[config.mk]
export PLATFORM = sky130hd
export DESIGN_NAME = gisel_ctrl
export DESIGN_NICKNAME = d
export VERILOG_FILES = /design/src/gisel_pkg.sv /design/src/gisel_ctrl.sv
export SDC_FILE = /design/constraint.sdc
export NUM_CORES = 1
export LEC_CHECK = 0
export BUFFER_PORTS_ARGS = -buffer_cell sky130_fd_sc_hd__clkbuf_2
export CAP_MARGIN = 20
export CORE_AREA = 2 2 39 41
export DETAILED_ROUTE_END_ITERATION = 16
export DIE_AREA = 0 0 41 43
export HOLD_SLACK_MARGIN = 0.12
export PLACE_DENSITY = 0.37
export RECOVER_POWER = 100
export SYNTH_ARGS = -nofsm -noshare
export SYNTH_HDL_FRONTEND = slang
export SYNTH_SLANG_ARGS = --single-unit
[constraint.sdc]
create_clock -name clk -period 2.25 [get_ports clk]
set_input_delay 0.45 -clock clk [delete_from_list [all_inputs] [get_ports clk]]
set_output_delay 0.45 -clock clk [all_outputs]
set_load 0.01 [all_outputs]
[src/gisel_pkg.sv]
package gisel_pkg;

	localparam int NODES  = 1024;
	localparam int NODE_W = $clog2(NODES);
	localparam int MEAS_W = 32;
	localparam int PADDR_W = 3;

	localparam logic [MEAS_W-1:0] THRESH_RESET = 32'd66;

	typedef enum logic [1:0] {
		FUNC_LOAD = 2'd0,
		FUNC_EDGE = 2'd1,
		FUNC_READ = 2'd2,
		FUNC_NONE = 2'd3
	} func_t;

	localparam logic [PADDR_W-1:0] ADDR_THRESH = 3'd0;

	typedef struct packed {
		logic [1:0]        func;
		logic [9:0]        node;
		logic [MEAS_W-1:0] measure;
		logic              prior_marker;
		logic              in_subgraph;
		logic [9:0]        neighbor;
		logic              edge_nonzero;
	} in_word_t;

	typedef struct packed {
		logic [9:0] read_node;
		logic       in_set;
	} out_word_t;

	typedef enum logic [1:0] {
		ST_IDLE,
		ST_EDGE,
		ST_READ
	} state_t;

	typedef struct packed {
		logic capture;
		logic load_we;
		logic edge_exec;
		logic read_out;
	} cmd_t;

	function automatic logic in_range(input logic [9:0] idx);
		return {1'b0, idx} < NODES[10:0];
	endfunction

endpackage

[src/gisel_ctrl.sv]
module gisel_ctrl
	import gisel_pkg::*;
(
	input  logic       clk,
	input  logic       arst_n,
	input  logic       start,
	input  logic [1:0] func,
	output logic       busy,
	output cmd_t       cmd
);

	state_t state_q, state_d;
	logic   accept;

	assign accept = start && (state_q == ST_IDLE);

	always_ff @(posedge clk or negedge arst_n) begin
		if (!arst_n) begin
			state_q <= ST_IDLE;
		end else begin
			state_q <= state_d;
		end
	end

	always_comb begin
		state_d = state_q;
		unique case (state_q)
			ST_IDLE: begin
				if (accept && func == FUNC_EDGE) begin
					state_d = ST_EDGE;
				end else if (accept && func == FUNC_READ) begin
					state_d = ST_READ;
				end
			end
			ST_EDGE: state_d = ST_IDLE;
			ST_READ: state_d = ST_IDLE;
			default: state_d = ST_IDLE;
		endcase
	end

	always_comb begin
		busy          = 1'b1;
		cmd.capture   = 1'b0;
		cmd.load_we   = 1'b0;
		cmd.edge_exec = 1'b0;
		cmd.read_out  = 1'b0;
		unique case (state_q)
			ST_IDLE: begin
				busy        = 1'b0;
				cmd.capture = accept;
				cmd.load_we = accept && (func == FUNC_LOAD);
			end
			ST_EDGE: cmd.edge_exec = 1'b1;
			ST_READ: cmd.read_out  = 1'b1;
			default: busy = 1'b1;
		endcase
	end

`ifndef SYNTHESIS
	a_read_follows_accept: assert property (@(posedge clk) disable iff (!arst_n)
		cmd.read_out |-> $past(start && !busy && func == FUNC_READ))
		else $error("read word without accepted read item");
	a_edge_one_cycle: assert property (@(posedge clk) disable iff (!arst_n)
		cmd.edge_exec |=> !busy)
		else $error("edge step did not return to idle");
	a_no_capture_busy: assert property (@(posedge clk) disable iff (!arst_n)
		busy |-> !cmd.capture && !cmd.load_we)
		else $error("item captured while busy");
`endif

endmodule

; ---- Yosys cells after proc, flatten, opt, wreduce, memory -nomap -nowiden
; Index checks and enable logic that the tools add are counted.
[totals]
regBits = 2
word_cells = 19
[classes]
n_eq_ne = 5
mux = 7
reduce_logical = 6
[ops]
columns = op, count
row1 = two-way mux 2 bit, 4
row2 = "equality test 2 x 1 -> 1 bit, second input constant", 2
row3 = "equality test 2 bit, second input constant", 2
row4 = logical AND 1 bit, 4
row5 = logical NOT 2 bit, 2
row6 = two-way mux 1 bit, 3
row7 = "inequality test 3 x 1 -> 1 bit, second input constant", 1

; ---- Logic depth before layout (Yosys ltp)
[logic_depth]
depth_word = 6
ltp_mapped = 2
ltp_nobuf = 2

; ---- Worst setup path after synthesis
; No wires, ideal clock.
[synth_timing]
kind = in2out
start = input port start
end = output port cmd[2] (netlist bit)
arrival_time_ns = 1.110
required_time_ns = 1.800
path_slack_ns = 0.690
stages = 2
n_path_buf = 0
path_cell_list = or3b_4 nor3_1
[synth_rtl]
columns = element, line
row1 = "start, declared", gisel_ctrl.sv:6  ; input logic start,
row2 = "end, declared", gisel_ctrl.sv:9  ; output cmd_t cmd

==> results.cfg <==
[timing]
finalSetupTns_ns = 0
finalHoldViolCount = 0
fmax_mhz = 548
setup_repair_after_global_routing_missed_its_margin = false
finClkSkew_ns = 0.00319
tightest_slew_margin_relative_to_the_limit = 0.883
layout_worst_path_cycle_share = 0.811
final_setup_slack_of_the_worst_path_ns = 0.425
worst_pin_slew_ns = 0.176
slew_viol_final = 0
final-setup-viol-count = 0
fin_crit_period_ns = 1.83

[synth]
mappedNetlistNets = 15
netlist_area_um2 = 115
synth.ff_latch_count = 2
synth.lib_cells_used.distinct = 8
syn_avg_cell_area_um2 = 11.5
seq_area_frac_synth = 0.435
yosysWarningCount = 0
post_synth_inst_count = 10

[finish]
largest-register = state_q
design.final.nets = 30
reg_top3 = state_q x2
drive_above_1_share = 0.348
largest_register_ff_count = 2
antenna_cells_inserted = 0
final_core_utilization = 0.143
synthToLayoutAreaGrowth_pct = 71.7
layout.cells.most_common = clkbuf_1
layout.cells.most_common_list = 6 x clkbuf_1, 3 x clkbuf_4, 3 x clkbuf_2, 2 x dfrtp_1

[critical_path]
crit-reg2reg-launch = state_q[0]$_DFFE_PN0P_
capturing_element_type_of_the_critical_path = output pin
crit_path_start_kind = register
timing.critical_path.fanout_max = 4
cp_data_required_time_ns = 1.80
arrival_ns = 1.38
cp-startpoint = state_q[0]$_DFFE_PN0P_
path_class = register to output pin

[global_route]
grt_first_pass_wirelength_um = 510
initial_antenna_violation_count = 0
grt.total_usage = 0.0532
first_global_vias = 151
grt.overflow.total = 0
largest_net_degree_at_the_start_of_global_routing = 5

[clocking]
numCtsBuffers = 3
cts_max_level = 1
cts_repair_resize_count = 0
clock_tree.root_cell = clkbuf_4
cts.clk_slew.worst_paths_ns = 0.03
clock_sink_count = 2
postCtsSetupBuffers = 0
cts_buffer_depth = 2
cts_tree = built
insertion_delay_ns = 0.23

[die]
initial_utilization = 0.0832
design.die.area_um2 = 1760
die-width_um = 41
dieHeight_um = 43
top_ports = 10
core_region_area_um2 = 1380
std_cell_rows = 14

[place]
globalplace.congestion = 0.542
port_buffers = 9
post-place-ws_ns = 0.575

[power]
vdd.ir_drop.worst_uv = 141
power.static_leakage_nw = 0.0953
cellPowerDensity_nw_per_um2 = 700
design_power_total_mw = 0.138

[routing]
dr_total_vias = 126
totalWireLength_um = 318
routedWlPerCell_um = 8.15
route.detailed.vias_per_inst = 3.23
drtIter0Drc = 1
post-route-drc-count = 0
drtPass1Iterations = 2
drt.antenna.violating_nets = 0

[hold_path]
hold_start = func[0]
holdCritPathClass = primary input to register

[run]
cap_viol_max_count = 0

[outcome]
outcome = complete, no violations
cell type report:
type	instances	area (um2)
Clock buffer	3	22.5
Fill cell	163	1190
Inverter	1	3.75
Multi-Input combinational cell	7	53.8
Sequential cell	2	50.0
Tap cell	16	20.0
Timing Repair Buffer	10	47.5
cell families after synthesis:
logic type | count (synthesis) | share of synthesized area
buffers and inverters | 1 | 0.0326
and+or+nand+nor | 7 | 0.533
DFF | 2 | 0.435
worst paths after layout:
check,cells past startpoint,to,slack [ns]
max in group asynchronous,2,state_q[0]$_DFFE_PN0P_,1.55
min reg2reg,2,state_q[0]$_DFFE_PN0P_,0.66
min,2,state_q[1]$_DFFE_PN0P_,0.42
max,3,cmd[2],0.42
max reg2reg,2,state_q[1]$_DFFE_PN0P_,1.09
min in group asynchronous,2,state_q[1]$_DFFE_PN0P_,0.56
routing by layer:
layer / GRT usage / wire length (um) / vias up
li1: - / - / 59
met1: 0.0418 / 127 / 51
met2: 0.0594 / 111 / 12
met3: 0.0314 / 52 / 4
met4: 0.100 / 26 / 0
met5: 0 / 0 / -
per-stage QoR:
step	instance area, um2	instances	hold slack, ns
final	198	39	0.416
after global routing	198	39	0.434
after CTS	213	39	0.413
after detailed placement	180	35	0.239
after global placement	180	35	0.235
after floorplan	115	10	0.154
what timing repair did:
action | in CTS | in global routing
setup endpoints to repair | 0 | 0
hold buffers | 1 | 0
endpoints found under the hold margin | 2 | 0
critical path, stage by stage (launching register included):
cell	delay, ns
dfrtp_1	0.38
or3b_1	0.45
nor3_1	0.15
clkbuf_1	0.17
power breakdown:
| part | internal, mW | switching [mW] | total [mW] |
|---|---|---|---|
| Clock | 0.0589 | 0.0212 | 0.0800 |
| Sequential | 0.0377 | 0.00109 | 0.0388 |
| Combinational | 0.00939 | 0.0102 | 0.0195 |
| Total | 0.106 | 0.0324 | 0.138 |
synth_stat cells:
| master | count | area share |
|---|---|---|
| nor3b_2 | 2 | 0.22 |
| nor3_1 | 1 | 0.043 |
| dfrtp_1 | 2 | 0.43 |
| inv_1 | 1 | 0.033 |
| nor2b_1 | 1 | 0.054 |
| or2_2 | 1 | 0.054 |
| or3b_4 | 1 | 0.098 |
| and2b_1 | 1 | 0.065 |
No activity file was read; power rests on OpenSTA's default activity.
