[config.mk]
export PLATFORM = sky130hd
export DESIGN_NAME = gisel_regs
export DESIGN_NICKNAME = d
export VERILOG_FILES = /design/src/gisel_pkg.sv /design/src/gisel_regs.sv
export SDC_FILE = /design/constraint.sdc
export NUM_CORES = 1
export LEC_CHECK = 0
export BUFFER_PORTS_ARGS = -buffer_cell sky130_fd_sc_hd__buf_2
export CORE_MARGIN = 2
export CORE_UTILIZATION = 25
export DETAILED_ROUTE_END_ITERATION = 7
export PLACE_DENSITY = 0.65
export SETUP_SLACK_MARGIN = 0.4
export SYNTH_ARGS = -nofsm -noshare
export SYNTH_HDL_FRONTEND = slang
export SYNTH_SLANG_ARGS = --single-unit
[constraint.sdc]
create_clock -name clk -period 1.3 [get_ports clk]
set_input_delay 0.325 -clock clk [delete_from_list [all_inputs] [get_ports clk]]
set_output_delay 0.325 -clock clk [all_outputs]
set_load 0.01 [all_outputs]
[src/gisel_pkg.sv]
package gisel_pkg;

	localparam int NODES  = 1024;
	localparam int NODE_W = $clog2(NODES);
	localparam int MEAS_W = 32;
	localparam int PADDR_W = 3;

	localparam logic [MEAS_W-1:0] THRESH_RESET = 32'd66;

	typedef enum logic [1:0] {
		FUNC_LOAD = 2'd0,
		FUNC_EDGE = 2'd1,
		FUNC_READ = 2'd2,
		FUNC_NONE = 2'd3
	} func_t;

	localparam logic [PADDR_W-1:0] ADDR_THRESH = 3'd0;

	typedef struct packed {
		logic [1:0]        func;
		logic [9:0]        node;
		logic [MEAS_W-1:0] measure;
		logic              prior_marker;
		logic              in_subgraph;
		logic [9:0]        neighbor;
		logic              edge_nonzero;
	} in_word_t;

	typedef struct packed {
		logic [9:0] read_node;
		logic       in_set;
	} out_word_t;

	typedef enum logic [1:0] {
		ST_IDLE,
		ST_EDGE,
		ST_READ
	} state_t;

	typedef struct packed {
		logic capture;
		logic load_we;
		logic edge_exec;
		logic read_out;
	} cmd_t;

	function automatic logic in_range(input logic [9:0] idx);
		return {1'b0, idx} < NODES[10:0];
	endfunction

endpackage

[src/gisel_regs.sv]
module gisel_regs
	import gisel_pkg::*;
(
	input  logic               clk,
	input  logic               arst_n,
	input  logic               psel,
	input  logic               penable,
	input  logic               pwrite,
	input  logic [PADDR_W-1:0] paddr,
	input  logic [31:0]        pwdata,
	output logic [31:0]        prdata,
	output logic               pready,
	output logic [MEAS_W-1:0]  threshold
);

	logic [MEAS_W-1:0] thresh_q;
	logic              hit;

	// word index is the address above the byte offset
	assign hit = (paddr[PADDR_W-1:2] == ADDR_THRESH[PADDR_W-1:2]);

	always_ff @(posedge clk or negedge arst_n) begin
		if (!arst_n) begin
			thresh_q <= THRESH_RESET;
		end else if (psel && penable && pwrite && hit) begin
			thresh_q <= pwdata[MEAS_W-1:0];
		end
	end

	assign prdata    = hit ? thresh_q : 32'd0;
	assign pready    = 1'b1;
	assign threshold = thresh_q;

endmodule

== Word-level counts from Yosys, hierarchy flattened ==
Index checks and enable logic that the tools add are counted.

* Register bits: 32
* Logic and storage cells: 6
* Output and inout bits: 65
* Input bits: 40

* Bitwise operators: 1
* Reductions and logical operators: 3
* Muxes and demuxes: 1

{| class="wikitable"
|+ Operators with widths
! operator !! count
|-
| $mux W32 || 1
|-
| $logic_and A1 B1 Y1 || 3
|-
| $not A1 Y1 || 1
|}

== Depth between registers and ports, before layout ==
* Depth after elaboration: 3
* Gate-level depth with buffers: 3
* Gate-level depth less buffers: 2

== Worst setup path after synthesis ==
OpenSTA, ideal clock, no wires.

* Path kind: input-to-reg
* From: input paddr[2]
* To: register thresh_q[0], in the netlist threshold[0]
* Data required time: 1,175 ps
* Arrival: 985 ps
* Setup slack: 190 ps
* Stages: 3
* Buffers on the path: 1
* Setup time: 125 ps
* Cell sequence: nand4b_4 -> buf_6 -> mux2_4

* Longest elaborated chain between the ends: 2

{| class="wikitable"
|+ Ends and longest elaborated chain
! item !! line !! source
|-
| start, declared || gisel_regs.sv:9 || <nowiki>input logic [PADDR_W-1:0] paddr,</nowiki>
|-
| $not A1 Y1 || gisel_regs.sv:20 || <nowiki>assign hit = (paddr[PADDR_W-1:2] == ADDR_THRESH[PADDR_W-1:2]);</nowiki>
|-
| $logic_and A1 B1 Y1 || gisel_regs.sv:25 || <nowiki>end else if (psel && penable && pwrite && hit) begin</nowiki>
|-
| end signal, assigned || gisel_regs.sv:26 || <nowiki>thresh_q <= pwdata[MEAS_W-1:0];</nowiki>
|-
| end, declared || gisel_regs.sv:16 || <nowiki>logic [MEAS_W-1:0] thresh_q;</nowiki>
|}

No other way between the ends.
A chain may end at the register's enable or synchronous reset.

== Worst setup path in the final report ==
* From: register thresh_q[1], in the netlist threshold[1]
* To: output prdata[1]

* Longest elaborated chain between the ends: 1

{| class="wikitable"
|+ Ends and longest elaborated chain
! item !! line !! source
|-
| $mux W32 || gisel_regs.sv:30 || <nowiki>assign prdata = hit ? thresh_q : 32'd0;</nowiki>
|-
| end, declared || gisel_regs.sv:11 || <nowiki>output logic [31:0] prdata,</nowiki>
|}

No other way between the ends.

==> impl_metrics.json <==
{
  "status": "complete, but fails checks",
  "cts_tree": "yes",
  "areaGrowthSynthToFinish_pct": 99.36,
  "period_minus_slack_ps": 1372,
  "r2r_cells": 3,
  "violations": "negative hold slack, negative setup slack",
  "clk_latency_ps": 270,
  "diodes": 0,
  "fp-row-count": 28,
  "fin_skew_ps": 0,
  "synthXorXnorAreaFrac_pct": 0,
  "root_buffer": "clkbuf_8",
  "crit_arrival_ps": 1050,
  "detail_route.wl_per_cell_um": 14.09,
  "crit_required_ps": 980,
  "vias": 1309,
  "routed_wirelength_um": 4466,
  "grt_pass1_vias": 1362,
  "fin_cells": 317,
  "avgSynthCellArea_um2": 14.82,
  "p_per_area_nw_per_um2": 1281,
  "muxShareOfSynthArea_pct": 30.39,
  "n_fill_cell": 516,
  "slew_viol_final": 0,
  "synth-seq-cells": 32,
  "drc": 0,
  "dp.cells": 279,
  "p_leak_nw": 1.682,
  "syn-cell-area_um2": 1556,
  "setup_ws_ps": -71.56,
  "die_area_um2": 6873,
  "start_util_pct": 26.13,
  "antenna_found_initial": 0,
  "drive_above_1_share_pct": 86.78,
  "htreeDepth": 2,
  "cts_sinks": 32,
  "numCtsBuffers": 5,
  "track_usage_pct": 13.23,
  "critPathKind": "register to output port",
  "die_h_um": 82.91,
  "first_pass_iters": 4,
  "fin_util_pct": 52.10,
  "synthSimpleGateAreaFrac_pct": 14.39,
  "ios": 105,
  "grt_pass1_wl_um": 7238,
  "core_um2": 5956,
  "fin_crit_sh_pct": 105.5,
  "place_hpwl_um": 2929,
  "rsz0062_at_grt": "yes",
  "end_kind": "output port",
  "vias_per_cell": 4.129,
  "path_clk_slew_ps": 60,
  "largest_reg_flops": 32,
  "maxCapViolCount": 0,
  "die_w_um": 82.91,
  "synthCells": 105,
  "place.gp.congestion": 0.6980,
  "yosysSeqAreaShare_pct": 51.61,
  "ys_warn_count": 0,
  "synth_nets": 145,
  "synth_compound_area_share_pct": 0,
  "hold_class": "input port to asynchronous set/reset pin",
  "synth_top_family_by_area": "multiplexers",
  "fmax_mhz": 729.1,
  "drt_first_iter_violations": 30,
  "grt_max_degree": 22,
  "setup_viol": 3,
  "path_max_fanout": 3,
  "final_nets": 281,
  "antenna_left": 0,
  "globalRoute.totalOverflow": 0,
  "synthAdderAreaFrac_pct": 0,
  "portBuffers": 101,
  "ir_drop_mv": 0.5998,
  "hold_viol_final": 10,
  "cp-start-kind": "register",
  "whs_ps": -67.06,
  "synth_cell_types": 10,
  "cts_buffer_depth": 2
}
[cells in the mapped netlist]
library cell,instances,area share (%)
buf_4,1,0.48
buf_6,3,2.2
clkbuf_1,3,0.72
conb_1,1,0.24
dfrtp_1,30,48
dfstp_2,2,3.4
mux2_2,2,1.4
mux2_4,30,29
nand4b_4,1,1.5
nor2b_1,32,13
[layout by cell type (no fill, tap or decap), drive strengths merged]
master	netlist	layout
buf	4	136
clkbuf	3	7
clkinvlp	0	1
conb	1	1
dfrtp	30	30
dfstp	2	2
mux2	32	32
nand4b	1	1
nor2b	32	32
[repair_timing]
item,CTS,global route
gates resized for setup,46,1
hold endpoints to repair,10,10
cloned,4,0
buffers inserted,15,11
endpoints found under the setup margin,96,96
[per-stage QoR]
step / power, mW / setup TNS (ps) / hold WS (ps) / instance area, um^2 / setup slack, ps
floorplan: 2.244 / 0 / 29.41 / 1856 / 190.3
global placement: 2.716 / -52.21 / 228.6 / 2441 / -5.532
detailed placement: 2.740 / -105.9 / 232.4 / 2441 / -18.65
CTS: 3.919 / -220.5 / -72.36 / 3014 / -88.79
global route: 4.206 / -327.9 / -63.54 / 3103 / -120.9
finish: 3.976 / -167.4 / -67.06 / 3103 / -71.56
[cells by family after synthesis]
family                 count (synthesis)
other                                  1
buffers and inverters                  7
muxes                                 32
DFF                                   32
and+or+nand+nor                       33
[final timing paths]
kind                          startpoint       endpoint  slack [ps]
setup reg to reg           threshold[12]  threshold[12]         290
hold reg to reg            threshold[18]  threshold[18]         540
max in group asynchronous         arst_n   threshold[6]         880
min in group clk              pwdata[18]  threshold[18]         280
hold / removal                    arst_n  threshold[20]         -70
setup / recovery            threshold[1]      prdata[1]         -70
[layer usage]
layer | up-vias | track usage [%] | share of wire (%)
met5 | - | 0 | 0
met4 | 0 | 4.471 | 1.2
met3 | 5 | 2.684 | 4.3
met2 | 52 | 23.17 | 54
met1 | 633 | 16.14 | 41
li1 | 619 | - | -
[power by group]
group / switching (mW) / internal [mW] / leakage [nW] / total, mW
registers: 0.178 / 1.23 / 0.381 / 1.41
logic: 0.587 / 1.21 / 1.26 / 1.79
clock network: 0.349 / 0.430 / 0.0445 / 0.778
total: 1.11 / 2.86 / 1.68 / 3.98
[critical path, stage by stage, from the launching register on]
cell and delay [ps]:
dfstp_2 540, nor2b_4 140, buf_6 100
[layout make-up]
| class | instances | area (um^2) | area share, % |
|---|---|---|---|
| timing repair buffer | 136 | 1164 | 37.50 |
| multi-input combinational | 66 | 948.4 | 30.56 |
| clock inverter | 1 | 7.507 | 0.2419 |
| clock buffer | 7 | 86.33 | 2.782 |
| tap | 75 | 93.84 | 3.024 |
| sequential | 32 | 803.3 | 25.89 |
Note: power is estimated with default switching activity, not from simulation.
